### src/sv/tmq_pkg.sv
// Shared types and constants of the tagged message queue.
package tmq_pkg;

  localparam int QueueDepthDef  = 16;
  localparam int TaskSlotsDef   = 16;
  localparam int HandleSlotsDef = 256;

  localparam logic [4:0] TASK_COUNT_RST = 5'd16;

  localparam logic [1:0] KIND_SEND  = 2'd0;
  localparam logic [1:0] KIND_FRONT = 2'd1;
  localparam logic [1:0] KIND_RECV  = 2'd2;
  localparam logic [1:0] KIND_FIND  = 2'd3;

  localparam logic [2:0] ST_OK          = 3'd0;
  localparam logic [2:0] ST_BAD_TASK    = 3'd1;
  localparam logic [2:0] ST_HANDLE_BUSY = 3'd2;
  localparam logic [2:0] ST_FULL        = 3'd3;
  localparam logic [2:0] ST_NOT_FOUND   = 3'd4;

  typedef struct packed {
    logic [7:0] task_id;
    logic [7:0] event_id;
    logic [7:0] handle;
  } entry_t;

  typedef struct packed {
    logic       we;
    logic [7:0] waddr;
    entry_t     wdata;
    logic [7:0] raddr;
  } store_cmd_t;

endpackage

### src/sv/tmq_if.sv
// Request and response channel interfaces of the tagged message queue.
interface tmq_req_if;
  logic       valid;
  logic       ready;
  logic [1:0] kind;
  logic [7:0] task_req;
  logic [7:0] event_req;
  logic [7:0] handle;
  modport source (output valid, kind, task_req, event_req, handle, input ready);
  modport sink (input valid, kind, task_req, event_req, handle, output ready);
endinterface

interface tmq_rsp_if;
  logic       valid;
  logic       ready;
  logic [2:0] status;
  logic [7:0] found_handle;
  logic [7:0] found_event;
  logic       pending;
  modport source (output valid, status, found_handle, found_event, pending, input ready);
  modport sink (input valid, status, found_handle, found_event, pending, output ready);
endinterface

### src/sv/tagged_message_queue.sv
// Tagged message queue: one ordered queue of messages shared by all tasks.
// Channels: req (kind, task_req, event_req, handle) and rsp (status,
// found_handle, found_event, pending), both valid/ready; a transfer happens
// when valid and ready are high at a clock edge. cfg_we/cfg_wdata write the
// task count; the user must write it only while the block is idle, and the
// block itself does not enforce this. One request is worked at a time;
// req.ready is high only between requests. Steps per request, with N
// entries queued: send writes the entry in the check state; push front
// moves all N entries back by one, then puts the new one at the head;
// receive scans up to the second entry for the task, then moves every entry
// behind the removed one forward; find scans until the first match or the
// end. The scan and the moves all go through the single registered read
// port of the entry memory. The response sits in an output register; a
// stalled receiver holds it, and req.ready stays low until it has gone; the
// next request can be taken in the cycle after the response transfer.
// Synchronous reset empties the queue, clears all pending and handle flags
// and sets the task count to 16; no clearing pass is needed.
module tagged_message_queue
  import tmq_pkg::*;
#(
  parameter int QUEUE_DEPTH  = QueueDepthDef,
  parameter int TASK_SLOTS   = TaskSlotsDef,
  parameter int HANDLE_SLOTS = HandleSlotsDef
) (
  input  logic       clk,
  input  logic       rst,
  input  logic       cfg_we,
  input  logic [4:0] cfg_wdata,
  tmq_req_if.sink    req,
  tmq_rsp_if.source  rsp
);

  store_cmd_t cmd;
  entry_t     rdata;

  tmq_ctrl #(
    .QUEUE_DEPTH  (QUEUE_DEPTH),
    .TASK_SLOTS   (TASK_SLOTS),
    .HANDLE_SLOTS (HANDLE_SLOTS)
  ) u_ctrl (
    .clk       (clk),
    .rst       (rst),
    .cfg_we    (cfg_we),
    .cfg_wdata (cfg_wdata),
    .req       (req),
    .rsp       (rsp),
    .cmd       (cmd),
    .rdata     (rdata)
  );

  tmq_store #(
    .QUEUE_DEPTH (QUEUE_DEPTH)
  ) u_store (
    .clk   (clk),
    .cmd   (cmd),
    .rdata (rdata)
  );

endmodule

### src/sv/tmq_store.sv
// Entry memory of the queue: one write port, one registered read port.
module tmq_store #(
  parameter int QUEUE_DEPTH = 16
) (
  input  logic                clk,
  input  tmq_pkg::store_cmd_t cmd,
  output tmq_pkg::entry_t     rdata
);
  import tmq_pkg::*;

  localparam int AW = $clog2(QUEUE_DEPTH);

  entry_t mem [QUEUE_DEPTH];

  always_ff @(posedge clk) begin
    if (cmd.we) begin
      mem[cmd.waddr[AW-1:0]] <= cmd.wdata;
    end
    rdata <= mem[cmd.raddr[AW-1:0]];
  end

endmodule

### src/sv/tmq_ctrl.sv
// Sequencer of the queue: checks, scan and compare, entry moves and flags.
module tmq_ctrl #(
  parameter int QUEUE_DEPTH  = 16,
  parameter int TASK_SLOTS   = 16,
  parameter int HANDLE_SLOTS = 256
) (
  input  logic                clk,
  input  logic                rst,
  input  logic                cfg_we,
  input  logic [4:0]          cfg_wdata,
  tmq_req_if.sink             req,
  tmq_rsp_if.source           rsp,
  output tmq_pkg::store_cmd_t cmd,
  input  tmq_pkg::entry_t     rdata
);
  import tmq_pkg::*;

  localparam int CW  = $clog2(QUEUE_DEPTH + 1);
  localparam int TIW = (TASK_SLOTS > 1) ? $clog2(TASK_SLOTS) : 1;
  localparam int HF  = (HANDLE_SLOTS < 256) ? HANDLE_SLOTS : 256;
  localparam int HIW = $clog2(HF);

  typedef enum logic [8:0] {
    S_IDLE     = 9'b000000001,
    S_CHECK    = 9'b000000010,
    S_SCAN_RD  = 9'b000000100,
    S_SCAN_CHK = 9'b000001000,
    S_SCAN_END = 9'b000010000,
    S_MOVE_RD  = 9'b000100000,
    S_MOVE_WR  = 9'b001000000,
    S_PUT      = 9'b010000000,
    S_DONE     = 9'b100000000
  } state_t;

  state_t state;

  logic [1:0]          kind_r;
  logic [7:0]          task_r;
  logic [7:0]          event_r;
  logic [7:0]          handle_r;
  logic [CW-1:0]       count;
  logic [CW-1:0]       idx;
  logic [CW-1:0]       pos;
  logic                found;
  logic                more;
  logic [7:0]          cap_handle;
  logic [7:0]          cap_event;
  logic [4:0]          task_count;
  logic [TASK_SLOTS-1:0] tflags;
  logic [HF-1:0]       hflags;
  logic [2:0]          res_status;
  logic [7:0]          res_handle;
  logic [7:0]          res_event;
  logic                res_pend;

  logic [8:0]     limit;
  logic           bad_task;
  logic           handle_busy;
  logic [TIW-1:0] tidx;
  logic [HIW-1:0] hidx;
  logic [HIW-1:0] cap_hidx;
  logic           tflag;
  logic           task_hit;
  logic           last_idx;
  entry_t         new_entry;

  always_comb begin
    limit = ({4'b0, task_count} < 9'(TASK_SLOTS)) ? {4'b0, task_count} : 9'(TASK_SLOTS);
    bad_task = {1'b0, task_r} >= limit;
    tidx = task_r[TIW-1:0];
    hidx = handle_r[HIW-1:0];
    cap_hidx = cap_handle[HIW-1:0];
    tflag = tflags[tidx];
    handle_busy = (13'(handle_r) >= 13'(HANDLE_SLOTS)) || hflags[hidx];
    task_hit = rdata.task_id == task_r;
    last_idx = (idx + CW'(1)) == count;
    new_entry = '{task_id: task_r, event_id: event_r, handle: handle_r};
  end

  // Store port: one write and one read address per cycle
  always_comb begin
    cmd = '0;
    unique case (state)
      S_CHECK: begin
        if (!bad_task && kind_r == KIND_SEND && !handle_busy &&
            count != CW'(QUEUE_DEPTH)) begin
          cmd.we    = 1'b1;
          cmd.waddr = 8'(count);
          cmd.wdata = new_entry;
        end
      end
      S_SCAN_RD: cmd.raddr = 8'(idx);
      S_MOVE_RD: cmd.raddr = (kind_r == KIND_FRONT) ? 8'(idx) : 8'(idx + CW'(1));
      S_MOVE_WR: begin
        cmd.we    = 1'b1;
        cmd.waddr = (kind_r == KIND_FRONT) ? 8'(idx + CW'(1)) : 8'(idx);
        cmd.wdata = rdata;
      end
      S_PUT: begin
        cmd.we    = 1'b1;
        cmd.wdata = new_entry;
      end
      default: ;
    endcase
  end

  // take a new request only once the previous response has gone
  assign req.ready        = (state == S_IDLE) && !rsp.valid;
  assign rsp.status       = res_status;
  assign rsp.found_handle = res_handle;
  assign rsp.found_event  = res_event;
  assign rsp.pending      = res_pend;

  always_ff @(posedge clk) begin
    if (rst) begin
      state      <= S_IDLE;
      count      <= '0;
      tflags     <= '0;
      hflags     <= '0;
      task_count <= TASK_COUNT_RST;
      rsp.valid  <= 1'b0;
    end else begin
      if (cfg_we) begin
        task_count <= cfg_wdata;
      end
      if (rsp.valid && rsp.ready) begin
        rsp.valid <= 1'b0;
      end
      unique case (state)
        S_IDLE: begin
          if (req.valid && req.ready) begin
            kind_r   <= req.kind;
            task_r   <= req.task_req;
            event_r  <= req.event_req;
            handle_r <= req.handle;
            state    <= S_CHECK;
          end
        end
        S_CHECK: begin
          res_handle <= '0;
          res_event  <= '0;
          found      <= 1'b0;
          more       <= 1'b0;
          idx        <= '0;
          if (bad_task) begin
            res_status <= ST_BAD_TASK;
            res_pend   <= 1'b0;
            state      <= S_DONE;
          end else if (kind_r == KIND_SEND || kind_r == KIND_FRONT) begin
            res_pend <= tflag;
            if (handle_busy) begin
              res_status <= ST_HANDLE_BUSY;
              state      <= S_DONE;
            end else if (count == CW'(QUEUE_DEPTH)) begin
              res_status <= ST_FULL;
              state      <= S_DONE;
            end else if (kind_r == KIND_SEND) begin
              res_status   <= ST_OK;
              res_pend     <= 1'b1;
              count        <= count + CW'(1);
              hflags[hidx] <= 1'b1;
              tflags[tidx] <= 1'b1;
              state        <= S_DONE;
            end else if (count == '0) begin
              state <= S_PUT;
            end else begin
              idx   <= count - CW'(1);
              state <= S_MOVE_RD;
            end
          end else begin
            state <= (count == '0) ? S_SCAN_END : S_SCAN_RD;
          end
        end
        S_SCAN_RD: state <= S_SCAN_CHK;
        S_SCAN_CHK: begin
          state <= last_idx ? S_SCAN_END : S_SCAN_RD;
          idx   <= idx + CW'(1);
          if (kind_r == KIND_FIND) begin
            if (task_hit && rdata.event_id == event_r) begin
              found      <= 1'b1;
              cap_handle <= rdata.handle;
              cap_event  <= rdata.event_id;
              state      <= S_SCAN_END;
            end
          end else if (task_hit) begin
            if (!found) begin
              found      <= 1'b1;
              pos        <= idx;
              cap_handle <= rdata.handle;
              cap_event  <= rdata.event_id;
            end else begin
              more  <= 1'b1;
              state <= S_SCAN_END;
            end
          end
        end
        S_SCAN_END: begin
          res_status <= found ? ST_OK : ST_NOT_FOUND;
          res_handle <= found ? cap_handle : 8'd0;
          res_event  <= found ? cap_event : 8'd0;
          state      <= S_DONE;
          if (kind_r == KIND_FIND) begin
            res_pend <= tflag;
          end else begin
            res_pend     <= more;
            tflags[tidx] <= more;
            if (found) begin
              if (13'(cap_handle) < 13'(HANDLE_SLOTS)) begin
                hflags[cap_hidx] <= 1'b0;
              end
              // close the gap left by the removed entry
              if ((pos + CW'(1)) < count) begin
                idx   <= pos;
                state <= S_MOVE_RD;
              end else begin
                count <= count - CW'(1);
              end
            end
          end
        end
        S_MOVE_RD: state <= S_MOVE_WR;
        S_MOVE_WR: begin
          if (kind_r == KIND_FRONT) begin
            if (idx == '0) begin
              state <= S_PUT;
            end else begin
              idx   <= idx - CW'(1);
              state <= S_MOVE_RD;
            end
          end else if ((idx + CW'(2)) < count) begin
            idx   <= idx + CW'(1);
            state <= S_MOVE_RD;
          end else begin
            count <= count - CW'(1);
            state <= S_DONE;
          end
        end
        S_PUT: begin
          res_status   <= ST_OK;
          res_pend     <= 1'b1;
          count        <= count + CW'(1);
          hflags[hidx] <= 1'b1;
          tflags[tidx] <= 1'b1;
          state        <= S_DONE;
        end
        S_DONE: begin
          // hold until the response register is free
          if (!rsp.valid || rsp.ready) begin
            rsp.valid <= 1'b1;
            state     <= S_IDLE;
          end
        end
        default: state <= S_IDLE;
      endcase
    end
  end

endmodule
### src/flat_wrapper.sv
// flat-port wrapper written by rule: the top's interface ports become plain ports
module tagged_message_queue_flat import tmq_pkg::*;
#(
  parameter int QUEUE_DEPTH  = QueueDepthDef,
  parameter int TASK_SLOTS   = TaskSlotsDef,
  parameter int HANDLE_SLOTS = HandleSlotsDef
)
  (clk, rst, cfg_we, cfg_wdata, req_valid, req_kind, req_task_req, req_event_req, req_handle, req_ready, rsp_valid, rsp_status, rsp_found_handle, rsp_found_event, rsp_pending, rsp_ready);
  tmq_req_if req_i ();
  tmq_rsp_if rsp_i ();
  input  logic clk;
  input  logic rst;
  input  logic cfg_we;
  input  logic [4:0] cfg_wdata;
  input wire logic [$bits(req_i.valid)-1:0] req_valid;
  input wire logic [$bits(req_i.kind)-1:0] req_kind;
  input wire logic [$bits(req_i.task_req)-1:0] req_task_req;
  input wire logic [$bits(req_i.event_req)-1:0] req_event_req;
  input wire logic [$bits(req_i.handle)-1:0] req_handle;
  output wire logic [$bits(req_i.ready)-1:0] req_ready;
  output wire logic [$bits(rsp_i.valid)-1:0] rsp_valid;
  output wire logic [$bits(rsp_i.status)-1:0] rsp_status;
  output wire logic [$bits(rsp_i.found_handle)-1:0] rsp_found_handle;
  output wire logic [$bits(rsp_i.found_event)-1:0] rsp_found_event;
  output wire logic [$bits(rsp_i.pending)-1:0] rsp_pending;
  input wire logic [$bits(rsp_i.ready)-1:0] rsp_ready;
  assign req_i.valid = req_valid;
  assign req_i.kind = req_kind;
  assign req_i.task_req = req_task_req;
  assign req_i.event_req = req_event_req;
  assign req_i.handle = req_handle;
  assign req_ready = req_i.ready;
  assign rsp_valid = rsp_i.valid;
  assign rsp_status = rsp_i.status;
  assign rsp_found_handle = rsp_i.found_handle;
  assign rsp_found_event = rsp_i.found_event;
  assign rsp_pending = rsp_i.pending;
  assign rsp_i.ready = rsp_ready;
  tagged_message_queue #(.QUEUE_DEPTH(QUEUE_DEPTH), .TASK_SLOTS(TASK_SLOTS), .HANDLE_SLOTS(HANDLE_SLOTS)) u_core (.clk(clk), .rst(rst), .cfg_we(cfg_we), .cfg_wdata(cfg_wdata), .req(req_i), .rsp(rsp_i));
endmodule
### config.mk
export PLATFORM = sky130hd
export DESIGN_NAME = tagged_message_queue_flat
export DESIGN_NICKNAME = d
export VERILOG_FILES = /design/src/sv/tmq_pkg.sv /design/src/sv/tmq_if.sv /design/src/sv/tagged_message_queue.sv /design/src/sv/tmq_store.sv /design/src/sv/tmq_ctrl.sv /design/src/flat_wrapper.sv
export SDC_FILE = /design/constraint.sdc
export NUM_CORES = 1
export LEC_CHECK = 0
export ABC_AREA = 1
export CORE_MARGIN = 3
export CORE_UTILIZATION = 33
export DETAILED_ROUTE_END_ITERATION = 10
export DONT_BUFFER_PORTS = 1
export PLACE_DENSITY_LB_ADDON = 0.2
export SLEW_MARGIN = 15
export SYNTH_ARGS = -nofsm -noshare
export SYNTH_HDL_FRONTEND = slang
export SYNTH_HIERARCHICAL = 1
export SYNTH_SLANG_ARGS = --single-unit
### constraint.sdc
create_clock -name clk -period 11.7 [get_ports clk]
set_input_delay 2.34 -clock clk [delete_from_list [all_inputs] [get_ports clk]]
set_output_delay 2.34 -clock clk [all_outputs]
set_load 0.02 [all_outputs]
* After elaboration in Yosys (flattened, before gate mapping)
Memory sizes are Yosys's and may differ from the RTL's. A register that Yosys moved wholly into a read port is not among the register bits.
Index checks and enable logic that the tools add are counted.
** Word-level totals
- Bits in writable memories :: 384
- Memories :: 1
- Input bits :: 36
- Logic and storage cells :: 241
- Flip-flop bits (word level) :: 366
** Memories
- u_core.u_store.mem :: depth 16, width 24, read ports 1, clocked after memory_dff 1, wr ports 1, line tmq_store.sv:13 : entry_t mem [QUEUE_DEPTH];
** Cells by class
- Bitwise gates (word level) :: 7
- Muxes and demuxes :: 118
- Magnitude comparators :: 10
- Add/subtract/negate cells :: 7
- Reduce and logical (&&, ||, !) cells :: 38
- Eq/ne operators :: 40
** Operators with widths (number)
- $mux 256 :: 7
- $pmux 256 s3 :: 1
- $and 256x256->256 :: 1
- $not 256->256 :: 1
- $or 256x256->256 :: 1
- $mux 5 :: 28
- $mux 9 :: 13
- $mux 16 :: 6
- $mux 8 :: 12
- $pmux 9 s9 :: 1
- $pmux 24 s3 :: 1
- $pmux 16 s3 :: 1
- $pmux 5 s4 :: 2
- $mux 33 :: 1
- $pmux 8 s2 :: 2
- $ne 2x2->1 const B :: 15
- $mux 1 :: 22
- $lt 8x9->1 const B :: 2
- $mux 3 :: 6
- $bwmux 16 :: 1
- $demux 1 s8 :: 2
- $eq 8x8->1 :: 2
- $ge 8x1->1 const B :: 2
- $or 16x16->16 :: 1
- 50 further kinds :: 89

* Longest topological paths before layout
- Word-level depth :: 11
- Depth in mapped cells :: 24
- Depth with buffers taken out :: 22

* By module
The synthesis kept the hierarchy.
** By module, submodules not included
- tmq_ctrl :: sequential area each 8067.7 um^2, times used 1, cells each 4426, area an instance 26359.0 um^2
- tmq_store :: sequential area each 12011.5 um^2, times used 1, cells each 1599, area an instance 16951.3 um^2

* Least setup slack after synthesis
OpenSTA, ideal clock, no wires.
- Path type :: input-to-reg
- Start point :: in rst
- End point :: reg u_core.u_ctrl.event_r[0], enable pin
- Buffers on the path :: 1
- Stages :: 2
- Slack :: 6.147 ns
- Required time :: 11.225 ns
- Data arrival time :: 5.078 ns
- Cell sequence :: clkbuf_1 nor4_1
** On the way
- Word-level cells in the longest chain between the ends :: 2
** Ends and longest elaborated chain
- start: declaration :: line flat_wrapper.sv:12 : input logic rst;
- $not 1->1 (no source line)
- $reduce_and 3->1 (no source line)
- end signal: assignment :: line tmq_ctrl.sv:134 : event_r <= req.event_req;
- end: declaration :: line tmq_ctrl.sv:39 : logic [7:0] event_r;
Every way passes these cells.
A chain may end at the register's enable or synchronous reset.

==> metrics.md <==
| Metric | Value |
|---|---|
| Outcome | completed |
| Area occupied by multi-input gates | 17600 sq um |
| H-Tree Depth | 3 |
| Syn. warnings | 6 |
| Post-CTS resize count | 0 |
| Cells along the critical path | buf_4, buf_12, inv_2, nand2_1, nand2_1, nand2_1, nand2_1, nand2_1, nand2_1, nor2_1, nor2_1, nor2_1, nand2_1, nand2_1, nand2_1, nor2_4, nand2_4, inv_2, nand4_1, o21ai_0, nand3_1, nor2_4 |
| Die height | 368 microns |
| Mapped cell area | 43200 sq um |
| Worst skew pair latency | 700 ps |
| Setup Buffers After CTS | 0 |
| Leak | 19.4 nW |
| Via Count | 38400 |
| Largest net degree at the start of global routing | 227 |
| Worst-Margin Slew | 1280 ps |
| CTS Hold Buffers Added | 0 |
| Final hold violation count | 0 |
| Fin crit period | 5950 ps |
| Crit path max fanout | 177 |
| Grt ovf | 0 |
| Root Buffer | clkbuf_16 |
| Finished Layout Cells | 7567 |
| Slowest cell delay on critical path | 900 ps |
| Die area | 135000 sq um |
| Vias in the first global route | 35500 |
| Crit path kind | register to register |
| Req. time, crit path | 11990 ps |
| Post-Syn Area per Cell | 7.19 sq um |
| Post-route ant nets | 0 |
| Cells after Synth | 6012 |
| Routed WL | 151000 microns |
| Final nets | 5807 |
| Final setup fails | 0 |
| CTS tree | built |
| Gr usage total | 21.6% |
| Final RePlAce weighted congestion | 0.861 |
| Max IR drop VDD | 0.126 mV |
| Max Slew Vio Count | 0 |
| Wire per inst | 19.9 microns |
| Dpl hpwl | 84500 microns |
| PD cells | 128 nW/um^2 |
| Reg area | 20100 sq um |
| Sink Count | 774 |
| Max-slew headroom | 15.0% |
| Most used cell, CP | nand2_1 |
| Max Clk Rate | 168 MHz |
| Initial core utilization | 33.3% |
| Final worst path period share | 50.8% |
| Hold_ws | 434 ps |
| DR pass1 iterations | 5 |
| Hold Path Class | register to register |
| Layout cells sized above 1 | 4.07% |
| Slowest cell on crit path | nor2_4 |
| Crit start category | register |
| Placed instance count | 7400 |
| Core Box Area | 130000 sq um |
| Cts bufs inserted | 88 |
| Initial DRC Count | 3835 |
| Die width | 368 microns |
| Worst Path Arrival | 6240 ps |
| Vias/cell | 5.08 |
| Max-cap violations | 0 |
| Finished Core Util | 36.1% |
| Buffers on Ports | 0 |
| Critical Path End Type | register |
| First-pass GRT wire length | 228000 microns |
| Placement row count | 132 |
| Syn-to-layout area delta | 8.54% |
| Setup tns final | 0 ps |
| DRC viols | 0 |
| CTS clk-pin slew, worst paths | 60 ps |
| RSZ-0062 raised after global routing | false |
| Syn nets | 6071 |
| Maximum clock path buffer count | 3 |
| Fillers | 13700 |
| Final Skew | 32.8 ps |
| Initial antenna violation count | 10 |
| IO Count | 58 |
## metal layers
metal / up-vias / wire [microns] / track usage (%)
li1: 18700 / - / -
met2: 1436 / 66100 / 33.0
met3: 283 / 12000 / 3.67
met4: 8 / 5350 / 8.21
met1: 18000 / 67200 / 30.6
met5: - / 61 / 0
## final timing paths
| path | startpoint | to | slack [ps] | depth (start not counted) |
|---|---|---|---|---|
| min | u_core/u_store/rdata[6]$_DFF_P_ | u_core/u_ctrl/cap_handle[6]$_DFFE_PP_ | 430 | 0 |
| min reg2reg | u_core/u_store/rdata[6]$_DFF_P_ | u_core/u_ctrl/cap_handle[6]$_DFFE_PP_ | 430 | 0 |
| max | u_core/u_ctrl/handle_r[0]$_DFFE_PP_ | u_core/u_store/mem[14][8]$_DFFE_PP_ | 5750 | 22 |
| max reg2reg | u_core/u_ctrl/handle_r[0]$_DFFE_PP_ | u_core/u_store/mem[14][8]$_DFFE_PP_ | 5750 | 22 |
## layout make-up
type | instances | area share [%]
antenna | 2 | 0.0107
clock buffer | 123 | 5.32
multi-input combinational | 3869 | 37.4
clock inverter | 42 | 1.03
timing repair buffer | 57 | 1.05
tap | 1742 | 4.64
sequential | 774 | 42.8
inverter | 958 | 7.71
## cell usage in the layout (no fill, tap or decap), types with 2 or more instances in the layout
| cell | n |
|---|---|
| nor2_2 | 5 |
| clkbuf_1 | 21 |
| nor3_1 | 13 |
| edfxtp_1 | 458 |
| dfxtp_1 | 316 |
| clkinv_16 | 4 |
| a221oi_1 | 2 |
| inv_2 | 6 |
| buf_12 | 5 |
| o2111ai_1 | 2 |
| inv_1 | 947 |
| o22ai_1 | 13 |
| clkbuf_16 | 90 |
| or2_2 | 7 |
| ha_1 | 23 |
| a21oi_1 | 25 |
| a211oi_1 | 3 |
| clkinv_2 | 13 |
| clkinvlp_4 | 2 |
| a31oi_1 | 5 |
| buf_4 | 52 |
| o21ai_0 | 346 |
| bufinv_16 | 7 |
| nand4_1 | 523 |
| nor2_4 | 19 |
| xor2_1 | 15 |
| nor4_1 | 3 |
| inv_8 | 3 |
| nand3_1 | 330 |
| o21ai_1 | 45 |
| xnor2_1 | 11 |
| nand2_1 | 1763 |
| clkinv_1 | 17 |
| nand2_2 | 2 |
| nor4_2 | 2 |
| o21bai_1 | 15 |
| o22ai_4 | 4 |
| diode_2 | 2 |
| clkbuf_8 | 12 |
| nor2_1 | 685 |
## critical path: cells and delay by family, from the launching register on
family | cells | cell delay (ps)
AOI/OAI and AO/OA | 1 | 420
buffers and inverters | 4 | 1750
DFF | 1 | 320
and+or+nand+nor | 17 | 2940
## registers in the layout (all words and copies together), names as in the netlist, 9 cells and up
name                  count
u_core/u_store/mem      384
u_core/u_ctrl/hflags    256
u_core/u_store/rdata     24
u_core/u_ctrl/tflags     16
u_core/u_ctrl/state       9
## power by group
part / internal (W) / switching (W)
logic: 0.0000440 / 0.000197
clock network: 0.00165 / 0.00120
registers: 0.00287 / 0.0000169
total: 0.00457 / 0.00142
## through the flow
step	worst slack (ps)	area (sq um)	total power [W]
after global routing	5170	46900	0.00617
after floorplan	6150	43200	0.00311
after global placement	5850	43900	0.00318
after CTS	5700	46900	0.00605
after detailed placement	5740	43900	0.00318
final	5750	46900	0.00598
Note: power is estimated with default switching activity, not from simulation.
